--- src/hdl/mstg_pkg.sv ---
// ----------------------------------------------------------------------------
// mstg_pkg
// Shared widths, register codes and pipeline types for the master/stack
// tile geometry block.
// ----------------------------------------------------------------------------
package mstg_pkg;

  localparam int CNT_W             = 7;
  localparam int IDX_W             = 6;
  localparam int COORD_W           = 16;
  localparam int DIM_W             = 14;
  localparam int GAP_W             = 10;
  localparam int RATIO_W           = 16;
  localparam int OUT_W             = 17;
  localparam int MAG_W             = OUT_W;
  localparam int PROD_W            = OUT_W + RATIO_W + 1;
  localparam int CFG_W             = 16;
  localparam int CFG_IDX_W         = 3;
  localparam int DEFAULT_MAX_TILES = 64;

  // register reset values
  localparam logic [COORD_W-1:0] RST_AREA_X       = '0;
  localparam logic [COORD_W-1:0] RST_AREA_Y       = '0;
  localparam logic [DIM_W-1:0]   RST_AREA_WIDTH   = DIM_W'(1920);
  localparam logic [DIM_W-1:0]   RST_AREA_HEIGHT  = DIM_W'(1080);
  localparam logic [GAP_W-1:0]   RST_GAP_SIZE     = '0;
  localparam logic [RATIO_W-1:0] RST_MASTER_RATIO = RATIO_W'(32768);

  typedef enum logic [CFG_IDX_W-1:0] {
    REG_AREA_X       = 3'd0,
    REG_AREA_Y       = 3'd1,
    REG_AREA_WIDTH   = 3'd2,
    REG_AREA_HEIGHT  = 3'd3,
    REG_GAP_SIZE     = 3'd4,
    REG_MASTER_RATIO = 3'd5
  } cfg_reg_t;

  // usable area after the outer gap, plus raw gap and ratio
  typedef struct packed {
    logic signed [OUT_W-1:0] x;
    logic signed [OUT_W-1:0] y;
    logic signed [OUT_W-1:0] w;
    logic signed [OUT_W-1:0] h;
    logic [GAP_W-1:0]        g;
    logic [RATIO_W-1:0]      ratio;
  } geom_t;

  // per-item data riding alongside the divider
  typedef struct packed {
    logic                     ok;
    logic                     single;
    logic                     last;
    logic [IDX_W-1:0]         idx;
    logic                     neg;
    logic signed [PROD_W-1:0] prod;
  } side_t;

endpackage

--- src/hdl/mstg_prep.sv ---
// ----------------------------------------------------------------------------
// mstg_prep
// First stage: count saturation, index check, master width product and
// stack height dividend split into sign and magnitude.
// ----------------------------------------------------------------------------
module mstg_prep #(
  parameter int MAX_TILES = mstg_pkg::DEFAULT_MAX_TILES
) (
  input  logic                        clk,
  input  logic                        rst_n,
  input  logic                        en,
  input  logic                        in_valid,
  input  logic [mstg_pkg::CNT_W-1:0]  tile_count,
  input  logic [mstg_pkg::IDX_W-1:0]  tile_index,
  input  mstg_pkg::geom_t             geom,
  output logic                        valid_r,
  output mstg_pkg::side_t             side_r,
  output logic [mstg_pkg::MAG_W-1:0]  mag_r,
  output logic [mstg_pkg::CNT_W-1:0]  den_r
);
  import mstg_pkg::*;

  logic [CNT_W-1:0]       n_sat;
  logic [CNT_W-1:0]       stack;
  logic [CNT_W-1:0]       stk_m1;
  logic [OUT_W-1:0]       gap_prod;
  logic signed [OUT_W:0]  num;
  logic [OUT_W:0]         num_abs;
  side_t                  side_nxt;

  always_comb begin
    if (int'(tile_count) > MAX_TILES) begin
      n_sat = CNT_W'(MAX_TILES);
    end else begin
      n_sat = tile_count;
    end
    stack    = n_sat - CNT_W'(1);
    stk_m1   = stack - CNT_W'(1);
    gap_prod = OUT_W'(stk_m1) * OUT_W'(geom.g);
    // dividend: height less the gaps between stack tiles
    num      = $signed({geom.h[OUT_W-1], geom.h}) - $signed({1'b0, gap_prod});
    num_abs  = num[OUT_W] ? -num : num;

    side_nxt.ok     = (n_sat != '0) && ({1'b0, tile_index} < n_sat);
    side_nxt.single = (n_sat == CNT_W'(1));
    side_nxt.last   = ({1'b0, tile_index} == stack);
    side_nxt.idx    = tile_index;
    side_nxt.neg    = num[OUT_W];
    side_nxt.prod   = geom.w * $signed({1'b0, geom.ratio});
  end

  always_ff @(posedge clk) begin
    if (!rst_n) begin
      valid_r <= 1'b0;
    end else if (en) begin
      valid_r <= in_valid;
    end
  end

  always_ff @(posedge clk) begin
    if (en) begin
      side_r <= side_nxt;
      mag_r  <= num_abs[MAG_W-1:0];
      den_r  <= stack;
    end
  end

endmodule

--- src/hdl/mstg_div.sv ---
// ----------------------------------------------------------------------------
// mstg_div
// Pipelined restoring divider, four quotient bits per stage (fewer in the
// last), with a sideband word carried along.
// ----------------------------------------------------------------------------
module mstg_div #(
  parameter int NUM_W  = mstg_pkg::MAG_W,
  parameter int DEN_W  = mstg_pkg::CNT_W,
  parameter int SIDE_W = $bits(mstg_pkg::side_t)
) (
  input  logic              clk,
  input  logic              rst_n,
  input  logic              en,
  input  logic              in_valid,
  input  logic [NUM_W-1:0]  num,
  input  logic [DEN_W-1:0]  den,
  input  logic [SIDE_W-1:0] side_in,
  output logic              out_valid,
  output logic [NUM_W-1:0]  quot,
  output logic [SIDE_W-1:0] side_out
);
  import mstg_pkg::*;

  localparam int STEPS = 4;
  localparam int NSTG  = (NUM_W + STEPS - 1) / STEPS;

  logic [NSTG-1:0]   v_r;
  logic [NUM_W-1:0]  acc_r  [NSTG];
  logic [DEN_W-1:0]  rem_r  [NSTG];
  logic [DEN_W-1:0]  den_r  [NSTG];
  logic [SIDE_W-1:0] side_r [NSTG];

  for (genvar s = 0; s < NSTG; s++) begin : g_stage
    logic              v_i;
    logic [NUM_W-1:0]  acc_i;
    logic [DEN_W-1:0]  rem_i;
    logic [DEN_W-1:0]  den_i;
    logic [SIDE_W-1:0] side_i;
    logic [NUM_W-1:0]  acc_nxt;
    logic [DEN_W-1:0]  rem_nxt;

    if (s == 0) begin : g_first
      assign v_i    = in_valid;
      assign acc_i  = num;
      assign rem_i  = '0;
      assign den_i  = den;
      assign side_i = side_in;
    end else begin : g_next
      assign v_i    = v_r[s-1];
      assign acc_i  = acc_r[s-1];
      assign rem_i  = rem_r[s-1];
      assign den_i  = den_r[s-1];
      assign side_i = side_r[s-1];
    end

    // dividend bits shift out the top, quotient bits shift in the bottom
    always_comb begin
      logic [DEN_W:0] t;
      logic           ge;
      t       = '0;
      ge      = 1'b0;
      acc_nxt = acc_i;
      rem_nxt = rem_i;
      for (int k = 0; k < STEPS; k++) begin
        if (s * STEPS + k < NUM_W) begin
          t       = {rem_nxt, acc_nxt[NUM_W-1]};
          ge      = (t >= {1'b0, den_i});
          rem_nxt = ge ? DEN_W'(t - {1'b0, den_i}) : t[DEN_W-1:0];
          acc_nxt = {acc_nxt[NUM_W-2:0], ge};
        end
      end
    end

    always_ff @(posedge clk) begin
      if (!rst_n) begin
        v_r[s] <= 1'b0;
      end else if (en) begin
        v_r[s] <= v_i;
      end
    end

    always_ff @(posedge clk) begin
      if (en) begin
        acc_r[s]  <= acc_nxt;
        rem_r[s]  <= rem_nxt;
        den_r[s]  <= den_i;
        side_r[s] <= side_i;
      end
    end
  end

  assign out_valid = v_r[NSTG-1];
  assign quot      = acc_r[NSTG-1];
  assign side_out  = side_r[NSTG-1];

endmodule

--- src/hdl/mstg_place.sv ---
// ----------------------------------------------------------------------------
// mstg_place
// Back end: master width truncation, stack offset product and the final
// tile selection into the output register.
// ----------------------------------------------------------------------------
module mstg_place (
  input  logic                              clk,
  input  logic                              rst_n,
  input  logic                              en,
  input  logic                              in_valid,
  input  logic [mstg_pkg::MAG_W-1:0]        quot,
  input  mstg_pkg::side_t                   side,
  input  mstg_pkg::geom_t                   geom,
  output logic                              out_valid,
  output logic signed [mstg_pkg::OUT_W-1:0] out_tile_x,
  output logic signed [mstg_pkg::OUT_W-1:0] out_tile_y,
  output logic signed [mstg_pkg::OUT_W-1:0] out_tile_width,
  output logic signed [mstg_pkg::OUT_W-1:0] out_tile_height,
  output logic                              out_tile_valid
);
  import mstg_pkg::*;

  // stage a
  logic              pneg;
  logic [PROD_W-1:0] pabs;
  logic [OUT_W-1:0]  trunc_mag;
  logic [OUT_W-1:0]  trunc_s;
  logic [OUT_W-1:0]  mw_nxt;
  logic [OUT_W-1:0]  sh_nxt;
  logic [OUT_W-1:0]  sw_nxt;
  logic [OUT_W-1:0]  shg_nxt;
  logic              a_valid_r;
  side_t             a_side_r;
  logic [OUT_W-1:0]  a_mw_r;
  logic [OUT_W-1:0]  a_sw_r;
  logic [OUT_W-1:0]  a_sh_r;
  logic [OUT_W-1:0]  a_shg_r;

  // stage b
  logic [IDX_W-1:0]       idx_m1;
  logic [IDX_W+OUT_W-1:0] offs_full;
  logic                   b_valid_r;
  side_t                  b_side_r;
  logic [OUT_W-1:0]       b_mw_r;
  logic [OUT_W-1:0]       b_sw_r;
  logic [OUT_W-1:0]       b_sh_r;
  logic [OUT_W-1:0]       b_offs_r;

  // output stage
  logic [OUT_W-1:0] x_nxt;
  logic [OUT_W-1:0] y_nxt;
  logic [OUT_W-1:0] w_nxt;
  logic [OUT_W-1:0] h_nxt;
  logic             out_valid_r;
  logic [OUT_W-1:0] out_x_r;
  logic [OUT_W-1:0] out_y_r;
  logic [OUT_W-1:0] out_w_r;
  logic [OUT_W-1:0] out_h_r;
  logic             out_ok_r;

  always_comb begin
    // scale toward zero, then take off half the gap
    pneg      = side.prod[PROD_W-1];
    pabs      = pneg ? PROD_W'(-side.prod) : PROD_W'(side.prod);
    trunc_mag = pabs[PROD_W-2:RATIO_W];
    trunc_s   = pneg ? -trunc_mag : trunc_mag;
    mw_nxt    = trunc_s - OUT_W'(geom.g[GAP_W-1:1]);
    sh_nxt    = side.neg ? -quot : quot;
    sw_nxt    = OUT_W'(geom.w) - mw_nxt - OUT_W'(geom.g);
    shg_nxt   = sh_nxt + OUT_W'(geom.g);
  end

  always_comb begin
    idx_m1    = a_side_r.idx - IDX_W'(1);
    offs_full = idx_m1 * a_shg_r;
  end

  always_comb begin
    x_nxt = '0;
    y_nxt = '0;
    w_nxt = '0;
    h_nxt = '0;
    if (b_side_r.ok) begin
      if (b_side_r.single) begin
        x_nxt = geom.x;
        y_nxt = geom.y;
        w_nxt = geom.w;
        h_nxt = geom.h;
      end else if (b_side_r.idx == '0) begin
        x_nxt = geom.x;
        y_nxt = geom.y;
        w_nxt = b_mw_r;
        h_nxt = geom.h;
      end else begin
        x_nxt = OUT_W'(geom.x) + b_mw_r + OUT_W'(geom.g);
        y_nxt = OUT_W'(geom.y) + b_offs_r;
        w_nxt = b_sw_r;
        // bottom tile takes what the truncation left over
        h_nxt = b_side_r.last ? OUT_W'(geom.h) - b_offs_r : b_sh_r;
      end
    end
  end

  always_ff @(posedge clk) begin
    if (!rst_n) begin
      a_valid_r   <= 1'b0;
      b_valid_r   <= 1'b0;
      out_valid_r <= 1'b0;
    end else if (en) begin
      a_valid_r   <= in_valid;
      b_valid_r   <= a_valid_r;
      out_valid_r <= b_valid_r;
    end
  end

  always_ff @(posedge clk) begin
    if (en) begin
      a_side_r <= side;
      a_mw_r   <= mw_nxt;
      a_sw_r   <= sw_nxt;
      a_sh_r   <= sh_nxt;
      a_shg_r  <= shg_nxt;
      b_side_r <= a_side_r;
      b_mw_r   <= a_mw_r;
      b_sw_r   <= a_sw_r;
      b_sh_r   <= a_sh_r;
      b_offs_r <= offs_full[OUT_W-1:0];
      out_x_r  <= x_nxt;
      out_y_r  <= y_nxt;
      out_w_r  <= w_nxt;
      out_h_r  <= h_nxt;
      out_ok_r <= b_side_r.ok;
    end
  end

  assign out_valid       = out_valid_r;
  assign out_tile_x      = $signed(out_x_r);
  assign out_tile_y      = $signed(out_y_r);
  assign out_tile_width  = $signed(out_w_r);
  assign out_tile_height = $signed(out_h_r);
  assign out_tile_valid  = out_ok_r;

endmodule

--- src/hdl/master_stack_tile_geometry.sv ---
// pipeline: one prep stage, five divider stages (four quotient bits each,
//   one in the last) and three placement stages
// throughput: one tile request per cycle; a stalled result freezes every stage
// reset: synchronous active-low rst_n clears all stage valid bits and loads
//   the configuration registers with their default values
// ----------------------------------------------------------------------------
// master_stack_tile_geometry
// Rectangle of one window in a master/stack tiled layout, computed in a
// nine-stage pipeline from the configured area, gap and master ratio.
// ----------------------------------------------------------------------------
module master_stack_tile_geometry #(
  parameter int MAX_TILES = mstg_pkg::DEFAULT_MAX_TILES
) (
  input  logic                              clk,
  input  logic                              rst_n,
  // configuration writes, only while idle
  input  logic                              cfg_we,
  input  logic [mstg_pkg::CFG_IDX_W-1:0]    cfg_index,
  input  logic [mstg_pkg::CFG_W-1:0]        cfg_wdata,
  // request channel
  input  logic                              in_valid,
  output logic                              in_stall,
  input  logic [mstg_pkg::CNT_W-1:0]        in_tile_count,
  input  logic [mstg_pkg::IDX_W-1:0]        in_tile_index,
  // result channel
  output logic                              out_valid,
  input  logic                              out_stall,
  output logic signed [mstg_pkg::OUT_W-1:0] out_tile_x,
  output logic signed [mstg_pkg::OUT_W-1:0] out_tile_y,
  output logic signed [mstg_pkg::OUT_W-1:0] out_tile_width,
  output logic signed [mstg_pkg::OUT_W-1:0] out_tile_height,
  output logic                              out_tile_valid
);
  import mstg_pkg::*;

  // configuration registers
  logic [COORD_W-1:0] area_x_r;
  logic [COORD_W-1:0] area_y_r;
  logic [DIM_W-1:0]   area_width_r;
  logic [DIM_W-1:0]   area_height_r;
  logic [GAP_W-1:0]   gap_size_r;
  logic [RATIO_W-1:0] master_ratio_r;

  geom_t            geom;
  logic             en;

  // stage 1 to divider
  logic             p_valid;
  side_t            p_side;
  logic [MAG_W-1:0] p_mag;
  logic [CNT_W-1:0] p_den;

  // divider to placement
  logic             d_valid;
  side_t            d_side;
  logic [MAG_W-1:0] d_quot;

  always_ff @(posedge clk) begin
    if (!rst_n) begin
      area_x_r       <= RST_AREA_X;
      area_y_r       <= RST_AREA_Y;
      area_width_r   <= RST_AREA_WIDTH;
      area_height_r  <= RST_AREA_HEIGHT;
      gap_size_r     <= RST_GAP_SIZE;
      master_ratio_r <= RST_MASTER_RATIO;
    end else if (cfg_we) begin
      case (cfg_reg_t'(cfg_index))
        REG_AREA_X:       area_x_r       <= cfg_wdata;
        REG_AREA_Y:       area_y_r       <= cfg_wdata;
        REG_AREA_WIDTH:   area_width_r   <= cfg_wdata[DIM_W-1:0];
        REG_AREA_HEIGHT:  area_height_r  <= cfg_wdata[DIM_W-1:0];
        REG_GAP_SIZE:     gap_size_r     <= cfg_wdata[GAP_W-1:0];
        REG_MASTER_RATIO: master_ratio_r <= cfg_wdata[RATIO_W-1:0];
        default: ; // unused indexes drop the write
      endcase
    end
  end

  // usable area: shrink the configured area by the gap on every side;
  // the user must make config changes only while idle, unchecked by the block; every stage reads it directly
  always_comb begin
    geom.x     = $signed(OUT_W'($signed(area_x_r))) + $signed(OUT_W'(gap_size_r));
    geom.y     = $signed(OUT_W'($signed(area_y_r))) + $signed(OUT_W'(gap_size_r));
    geom.w     = $signed(OUT_W'(area_width_r) - OUT_W'({gap_size_r, 1'b0}));
    geom.h     = $signed(OUT_W'(area_height_r) - OUT_W'({gap_size_r, 1'b0}));
    geom.g     = gap_size_r;
    geom.ratio = master_ratio_r;
  end

  // whole pipe advances unless a finished result is held by the sink
  assign en       = !(out_valid && out_stall);
  assign in_stall = !en;

  mstg_prep #(
    .MAX_TILES (MAX_TILES)
  ) u_prep (
    .clk        (clk),
    .rst_n      (rst_n),
    .en         (en),
    .in_valid   (in_valid),
    .tile_count (in_tile_count),
    .tile_index (in_tile_index),
    .geom       (geom),
    .valid_r    (p_valid),
    .side_r     (p_side),
    .mag_r      (p_mag),
    .den_r      (p_den)
  );

  // stack height magnitude divided by the number of stack tiles
  mstg_div #(
    .NUM_W  (MAG_W),
    .DEN_W  (CNT_W),
    .SIDE_W ($bits(side_t))
  ) u_div (
    .clk       (clk),
    .rst_n     (rst_n),
    .en        (en),
    .in_valid  (p_valid),
    .num       (p_mag),
    .den       (p_den),
    .side_in   (p_side),
    .out_valid (d_valid),
    .quot      (d_quot),
    .side_out  (d_side)
  );

  mstg_place u_place (
    .clk             (clk),
    .rst_n           (rst_n),
    .en              (en),
    .in_valid        (d_valid),
    .quot            (d_quot),
    .side            (d_side),
    .geom            (geom),
    .out_valid       (out_valid),
    .out_tile_x      (out_tile_x),
    .out_tile_y      (out_tile_y),
    .out_tile_width  (out_tile_width),
    .out_tile_height (out_tile_height),
    .out_tile_valid  (out_tile_valid)
  );

  // an out-of-range tile carries an all-zero rectangle
  assert property (@(posedge clk) disable iff (!rst_n)
    (out_valid && !out_tile_valid) |->
      (out_tile_x == '0) && (out_tile_y == '0) &&
      (out_tile_width == '0) && (out_tile_height == '0))
    else $error("invalid tile with nonzero rectangle");

  // input side only backs up behind a held result
  assert property (@(posedge clk) disable iff (!rst_n)
    in_stall |-> (out_valid && out_stall))
    else $error("input stalled with no held result");

  // while frozen the result register keeps its rectangle
  assert property (@(posedge clk) disable iff (!rst_n)
    $past(in_stall) && $past(rst_n) |->
      $stable(out_tile_x) && $stable(out_tile_height) && out_valid)
    else $error("frozen pipeline changed its result");

endmodule

--- config.mk ---
export PLATFORM = sky130hd
export DESIGN_NAME = master_stack_tile_geometry
export DESIGN_NICKNAME = d
export VERILOG_FILES = /design/src/hdl/mstg_pkg.sv /design/src/hdl/mstg_prep.sv /design/src/hdl/mstg_div.sv /design/src/hdl/mstg_place.sv /design/src/hdl/master_stack_tile_geometry.sv
export SDC_FILE = /design/constraint.sdc
export NUM_CORES = 2
export LEC_CHECK = 0
export BUFFER_PORTS_ARGS = -buffer_cell sky130_fd_sc_hd__clkbuf_2
export CAP_MARGIN = 20
export CORE_MARGIN = 3
export CORE_UTILIZATION = 58
export DETAILED_ROUTE_END_ITERATION = 16
export GPL_TIMING_DRIVEN = 0
export PLACE_DENSITY = 0.79
export SLEW_MARGIN = 0
export SYNTH_ARGS = -nofsm -noshare
export SYNTH_HDL_FRONTEND = slang
export SYNTH_SLANG_ARGS = --single-unit
export TNS_END_PERCENT = 5
--- constraint.sdc ---
create_clock -name clk -period 22.5 [get_ports clk]
set_input_delay 3.375 -clock clk [delete_from_list [all_inputs] [get_ports clk]]
set_output_delay 3.375 -clock clk [all_outputs]
set_load 0.005 [all_outputs]
## Yosys cells after proc, flatten, opt, wreduce, memory -nomap -nowiden

Memory sizes are Yosys's and may differ from the RTL's.
Cells that the tools add are included.

- Register bits after elaboration: 386
- RAM bits: 375
- Input port bits: 37
- Output and inout port bits: 71
- Logic and storage cells: 157
- Memories kept: 4

- $add $sub $neg: 37
- Multipliers: 3
- Magnitude comparators: 19
- Equal/unequal tests: 7
- Muxes and demuxes: 32
- Reduce and logical (&&, ||, !) cells: 11

Memory list:

| memory | words | width | rd ports | clocked after Yosys merged registers in | write ports | RTL line | text |
|---|---|---|---|---|---|---|---|
| u_div.side_r | 5 | 44 | 5 | 0 | 5 | mstg_div.sv:31 | `logic [SIDE_W-1:0] side_r [NSTG];` |
| u_div.acc_r | 5 | 17 | 5 | 0 | 5 | mstg_div.sv:28 | `logic [NUM_W-1:0] acc_r [NSTG];` |
| u_div.den_r | 5 | 7 | 4 | 0 | 5 | mstg_div.sv:30 | `logic [DEN_W-1:0] den_r [NSTG];` |
| u_div.rem_r | 5 | 7 | 4 | 0 | 5 | mstg_div.sv:29 | `logic [DEN_W-1:0] rem_r [NSTG];` |

Operator list:

| operator | number |
|---|---|
| $mux 17 | 12 |
| $ge 8x7->1 | 16 |
| $mux 7 | 18 |
| $sub 7x7->7 | 16 |
| $neg 17->17 | 3 |
| $add 16x11->17 | 2 |
| $add 17x10->17 | 2 |
| $add 17x17->17 | 2 |
| $sub 17x17->17 | 2 |
| $mux 33 | 1 |
| $neg 33->33 | 1 |
| $mul 15x17->32 | 1 |
| $sub 14x11->15 | 2 |
| $sub 15x18->18 | 1 |
| $mul 6x17->17 | 1 |
| $mul 7x10->17 | 1 |
| $sub 17x10->17 | 1 |
| $sub 17x9->17 | 1 |
| $sub 7x1->7 const B | 2 |
| $reduce_and 2->1 | 6 |
| $eq 6x7->1 | 1 |
| $eq 7x1->1 const B | 1 |
| $ge 1x7->1 | 1 |
| $gt 7x7->1 const B | 1 |
| 11 further kinds | 14 |

## Logic depth before layout (Yosys ltp)

An unclocked memory read counts as a cell.

- Depth after elaboration: 9
- Mapped depth: 40
- Mapped depth without buffers: 39

## By module

From an unflattened synthesis, not the netlist that was laid out.

- Cell total of the unflattened synthesis: 5,126
- Area, all modules: 54,726.2 sq um

Modules (own cells, without submodules):

| module | instances | cells each | area an instance (sq um) | sequential area each (sq um) |
|---|---|---|---|---|
| mstg_div | 1 | 1,238 | 17,335.4 | 10,940.5 |
| mstg_prep | 1 | 1,708 | 16,229.3 | 2,062.0 |
| mstg_place | 1 | 1,496 | 15,823.9 | 6,756.5 |
| master_stack_tile_geometry | 1 | 684 | 5,337.6 | 1,721.7 |

## Worst setup path before layout

Ideal clock, no wire load.

- Path kind: in2out
- Start: in out_stall
- End: out in_stall
- Arrival: 21.370 ns
- Data required time: 19.125 ns
- Slack: -2.245 ns
- Cell stages on the path: 2
- Buffers on the path: 0
- Path through: nand2_1 > clkinv_1

- Cells in the longest elaborated chain, start to end: 1

RTL lines:

| what | RTL line | text |
|---|---|---|
| from (decl) | master_stack_tile_geometry.sv:27 | `input logic out_stall,` |
| $logic_and 1x1->1 | master_stack_tile_geometry.sv:91 | `assign en = !(out_valid && out_stall);` |
| to (decl) | master_stack_tile_geometry.sv:22 | `output logic in_stall,` |

Every way passes these cells.

## Worst setup path in the final report

- Start: in in_tile_count[6] (netlist bit)
- End: reg u_prep.mag_r[11] (netlist bit), data pin

- Cells in the longest elaborated chain, start to end: 8

RTL lines:

| what | RTL line | text |
|---|---|---|
| from (decl) | master_stack_tile_geometry.sv:23 | `input logic [mstg_pkg::CNT_W-1:0] in_tile_count,` |
| $gt 7x7->1 * | mstg_prep.sv:32 | `if (int'(tile_count) > MAX_TILES) begin` |
| $mux 7 * | mstg_prep.sv:32 |  |
| $sub 7x1->7 * | mstg_prep.sv:37 | `stack = n_sat - CNT_W'(1);` |
| named net u_prep.stack[2] | mstg_prep.sv:24 | `logic [CNT_W-1:0] stack;` |
| $sub 7x1->7 * | mstg_prep.sv:38 | `stk_m1 = stack - CNT_W'(1);` |
| $mul 7x10->17 * | mstg_prep.sv:39 | `gap_prod = OUT_W'(stk_m1) * OUT_W'(geom.g);` |
| $sub 15x18->18 * | mstg_prep.sv:41 | `num = $signed({geom.h[OUT_W-1], geom.h}) - $signed({1'b0, gap_prod});` |
| $neg 17->17 | mstg_prep.sv:42 | `num_abs = num[OUT_W] ? -num : num;` |
| $mux 17 * | mstg_prep.sv:42 |  |
| named net u_prep.num_abs[11] | mstg_prep.sv:28 | `logic [OUT_W:0] num_abs;` |
| to (signal assigned) | mstg_prep.sv:63 | `mag_r <= num_abs[MAG_W-1:0];` |
| to (decl) | mstg_prep.sv:18 | `output logic [mstg_pkg::MAG_W-1:0] mag_r,` |

The timed path passes the listed nets; every way through them passes the cells marked *.
A chain may end at the register's enable or synchronous reset.

==> summary.txt <==
Placement
  – DP HPWL: approximately 90000 um
  – Cell total after placement: 5943
  – GP Congestion: around 0.95
  – Port Buffers: roughly 110

Floorplanning
  – Core outline area: 0.0859 mm2
  – # rows: 107
  – Starting Density: 59.0%
  – Die extent in y: between 300 and 400 um
  – Number of I/O pins: around 110
  – Die Area: 0.0911 mm2
  – Floorplan die width: 302 um

Setup path
  – Number of cells on the worst reg-to-reg path: 31
  – Most Frequent Cell on Critical Path: sky130_fd_sc_hd__inv_1
  – Worst reg2reg startpoint: gap_size_r[1]$_SDFFE_PN0P_
  – Reg2Reg Capture Point: u_prep.side_r[32]$_DFFE_PN_
  – Critical path endpoint: u_prep.mag_r[11]$_DFFE_PN_
  – CP startpoint: in_tile_count[6]
  – Register-to-register path setup slack: around 12 ns
  – CP endpoint kind: flop
  – Required time of the worst setup path: between 20 and 25 ns
  – Slowest stage cell on the critical path: sky130_fd_sc_hd__o41ai_1
  – Crit path kind: input port to flop
  – Worst setup SP type: input port
  – Largest fanout on the critical path: 11
  – Data arrival at the endpoint of the critical path: 13.24 ns
  – Delay of the slowest cell on the worst path: approximately 0.58 ns

Clocking
  – Count of buffers added by post-CTS timing repair for setup: 0
  – Number of sinks on the clock net: between 700 and 800
  – Clock latency of the later-clocked register in the worst-skew pair: 0.65 ns
  – Clock transition time at the flip-flop clock pins of the worst setup and hold paths: 0.06 ns
  – Clock buffers created by TritonCTS: 79
  – Number of buffers between clock root and the deepest sink: 3
  – Maximum level of the CTS H-tree: 3
  – Post-CTS resize count: 0
  – Library cell used as clock root buffer: sky130_fd_sc_hd__clkbuf_16
  – Clock tree from TritonCTS: built
  – Hold Buf Count CTS: 0

Route
  – Detailed-route DRC error count: 0
  – Routed vias: 35030
  – 1st-pass router iterations: 6
  – Vias per cell: 5.75
  – DR iter-0 viols: just under 3000
  – Average detailed-routed wire length per instance: approximately 19 um
  – Total wirelength of the detailed-routed design: ~120000 um
  – Final antenna-violating net count: 0

STA
  – Slew @ Worst Pin: around 1.1 ns
  – Timing-limited maximum frequency: around 0.08 GHz
  – Remaining max-slew budget at the tightest pin: roughly a quarter
  – Final setup fails: 0
  – Total negative slack: 0 ns
  – Share of the clock period used by the worst path: between 50% and 60%
  – Final number of max-transition violations: 0
  – Total count of hold-check failures in the final report: 0
  – Unrepaired setup endpoints after global routing: no
  – Clock period minus worst slack: 12.81 ns
  – Max Clock Skew: approximately 0.039 ns

Synth
  – Share of the synthesized area in the top cell type: roughly 38%
  – Leading post-synthesis cells by instance count: sky130_fd_sc_hd__edfxtp_1, sky130_fd_sc_hd__inv_1, sky130_fd_sc_hd__nand2_1
  – Leading area contributor after synthesis: sky130_fd_sc_hd__edfxtp_1
  – Number of unique standard cell types used by synthesis: between 100 and 150
  – Post-synth EDFFs: 640
  – Leading register cell type out of synthesis: sky130_fd_sc_hd__edfxtp_1
  – Register bit count reported by yosys: around 740
  – Fraction of registers with async set/reset: 0%
  – Gate count after technology mapping: approximately 4700
  – Dominant cell by count in the synthesized netlist: sky130_fd_sc_hd__edfxtp_1
  – Post-synth design cell area: between 0.05 and 0.06 mm2
  – Sequential fraction of the synthesis area: a little over two fifths
  – Cell types occupying the most area after synthesis: sky130_fd_sc_hd__edfxtp_1, sky130_fd_sc_hd__fa_1, sky130_fd_sc_hd__ha_1
  – Total nets after synthesis: ~5500
  – Synth Warn #: 0
  – Synthesized area divided by synthesized cell count: ~11 um2

Global route
  – Global-route total usage across every layer: approximately a quarter
  – Largest net degree at the start of global routing: 134
  – Via count of the first global-routing pass: approximately 34000
  – Wire length of the first global-routing pass: ~180000 um
  – Total grt overflow: 0
  – Antenna violations before repair: 5

Layout
  – Area Growth Syn to Fin: 9.42%
  – Share of cells above drive strength 1: 7.08%
  – Net count, final: about 5700
  – End-of-flow core utilization: approximately 65%
  – Post-layout instance count excluding filler cells: 6096

Min path
  – Hold WC Path Type: flop to flop

Outcome
  – Outcome: complete, no violations

Flow run
  – Max Cap Violations: 0

Power and ir drop
  – Power per cell area: around 160 mW/mm2
  – IR Drop Worst-Case VDD: approximately 250 uV
  – Leak pwr: roughly 24 nW
[sequential cells by signal (all words and copies together) (netlist names), 28 cells and up]
| signal | count |
|---|---|
| u_div.rem_r | 28 |
| u_prep.side_r | 42 |
| u_div.acc_r | 85 |
| u_div.side_r | 210 |
| u_div.den_r | 28 |
[where the power goes]
group / total (W) / leakage [nW] / switching (W) / internal [W]
clock: 0.00129 / 1.25 / 0.000554 / 0.000739
combinational: 0.00495 / 15.4 / 0.00265 / 0.00230
sequential: 0.00237 / 7.85 / 0.000190 / 0.00218
total: 0.00861 / 24.5 / 0.00339 / 0.00522
[placed cells by master, fill, tap and decap left out, drive strengths merged, types with 69 or more instances in the layout]
cell	netlist	layout
nor2	217	217
o21ai	137	137
dfxtp	95	95
nor2b	72	72
nand2	582	582
fa	313	313
a21boi	88	88
xnor2	215	215
a21oi	249	249
xor2	116	116
a21o	72	72
and2	109	109
ha	447	447
clkbuf	100	301
nand2b	69	69
edfxtp	640	640
inv	588	597
[per-layer routing]
metal / global-route usage [%] / vias to the layer above / routed length [um] / share of wire (%)
li1: - / 16412 / - / -
met1: 37.1 / 17107 / 50700 / 44
met2: 40.1 / 1266 / 51700 / 44
met3: 4.67 / 243 / 10100 / 8.7
met4: 8.64 / 2 / 3900 / 3.3
met5: 0 / - / 11 / 0.0094
[how the worst min path moves through the flow]
stage	from	to	cells after the start
3_3_place_gp	u_div.side_r[0][139]$_DFFE_PN_	u_div.side_r[0][183]$_DFFE_PN_	0
5_1_grt	u_div.side_r[0][10]$_DFFE_PN_	u_div.side_r[0][54]$_DFFE_PN_	0
2_1_floorplan	u_prep.mag_r[6]$_DFFE_PN_	u_div.acc_r[0][10]$_DFFE_PN_	0
3_5_place_dp	u_div.acc_r[0][35]$_DFFE_PN_	u_div.acc_r[0][56]$_DFFE_PN_	0
4_1_cts	u_div.side_r[0][10]$_DFFE_PN_	u_div.side_r[0][54]$_DFFE_PN_	0
6_report	u_div.side_r[0][10]$_DFFE_PN_	u_div.side_r[0][54]$_DFFE_PN_	0
[stage by stage]
| stage | hold WS, ns | total power (W) | setup WS [ns] | cell area, um2 |
|---|---|---|---|---|
| after floorplan | 0.400 | 0.00626 | 5.54 | 50700 |
| after global placement | 0.400 | 0.00710 | 1.11 | 52700 |
| after detailed placement | 0.405 | 0.00729 | 9.28 | 52900 |
| after CTS | 0.393 | 0.00863 | 9.91 | 55500 |
| after global routing | 0.386 | 0.00936 | 9.16 | 55500 |
| final | 0.395 | 0.00861 | 9.69 | 55500 |
[final cells by class]
class / count / area, um2
inverter: 590 / 2210
multi-input combinational: 3249 / 27000
tap: 1144 / 1430
sequential: 735 / 21100
clock buffer: 95 / 2090
buffer: 109 / 457
clock inverter: 48 / 480
timing repair buffer: 120 / 743
antenna: 6 / 15.0
fill: 6564 / 30400
[logic make-up after synthesis]
kind of cell | share of synthesized area [%]
xor gates and xnor gates | 5.73
muxes | 1.76
DFF | 41.6
and+or+nand+nor | 12.0
adders and majority gates | 23.4
AOI/OAI and AO/OA | 10.3
buffers and inverters | 5.26
[worst max-delay path: cells and delay by family]
| family | cells | cell delay, ns |
|---|---|---|
| fa+ha+maj | 7 | 3.15 |
| simple gates | 6 | 1.64 |
| buf+inv | 9 | 1.47 |
| xor+xnor | 5 | 1.59 |
| compound gates | 9 | 1.98 |
No activity file was read; power rests on OpenSTA's default activity.
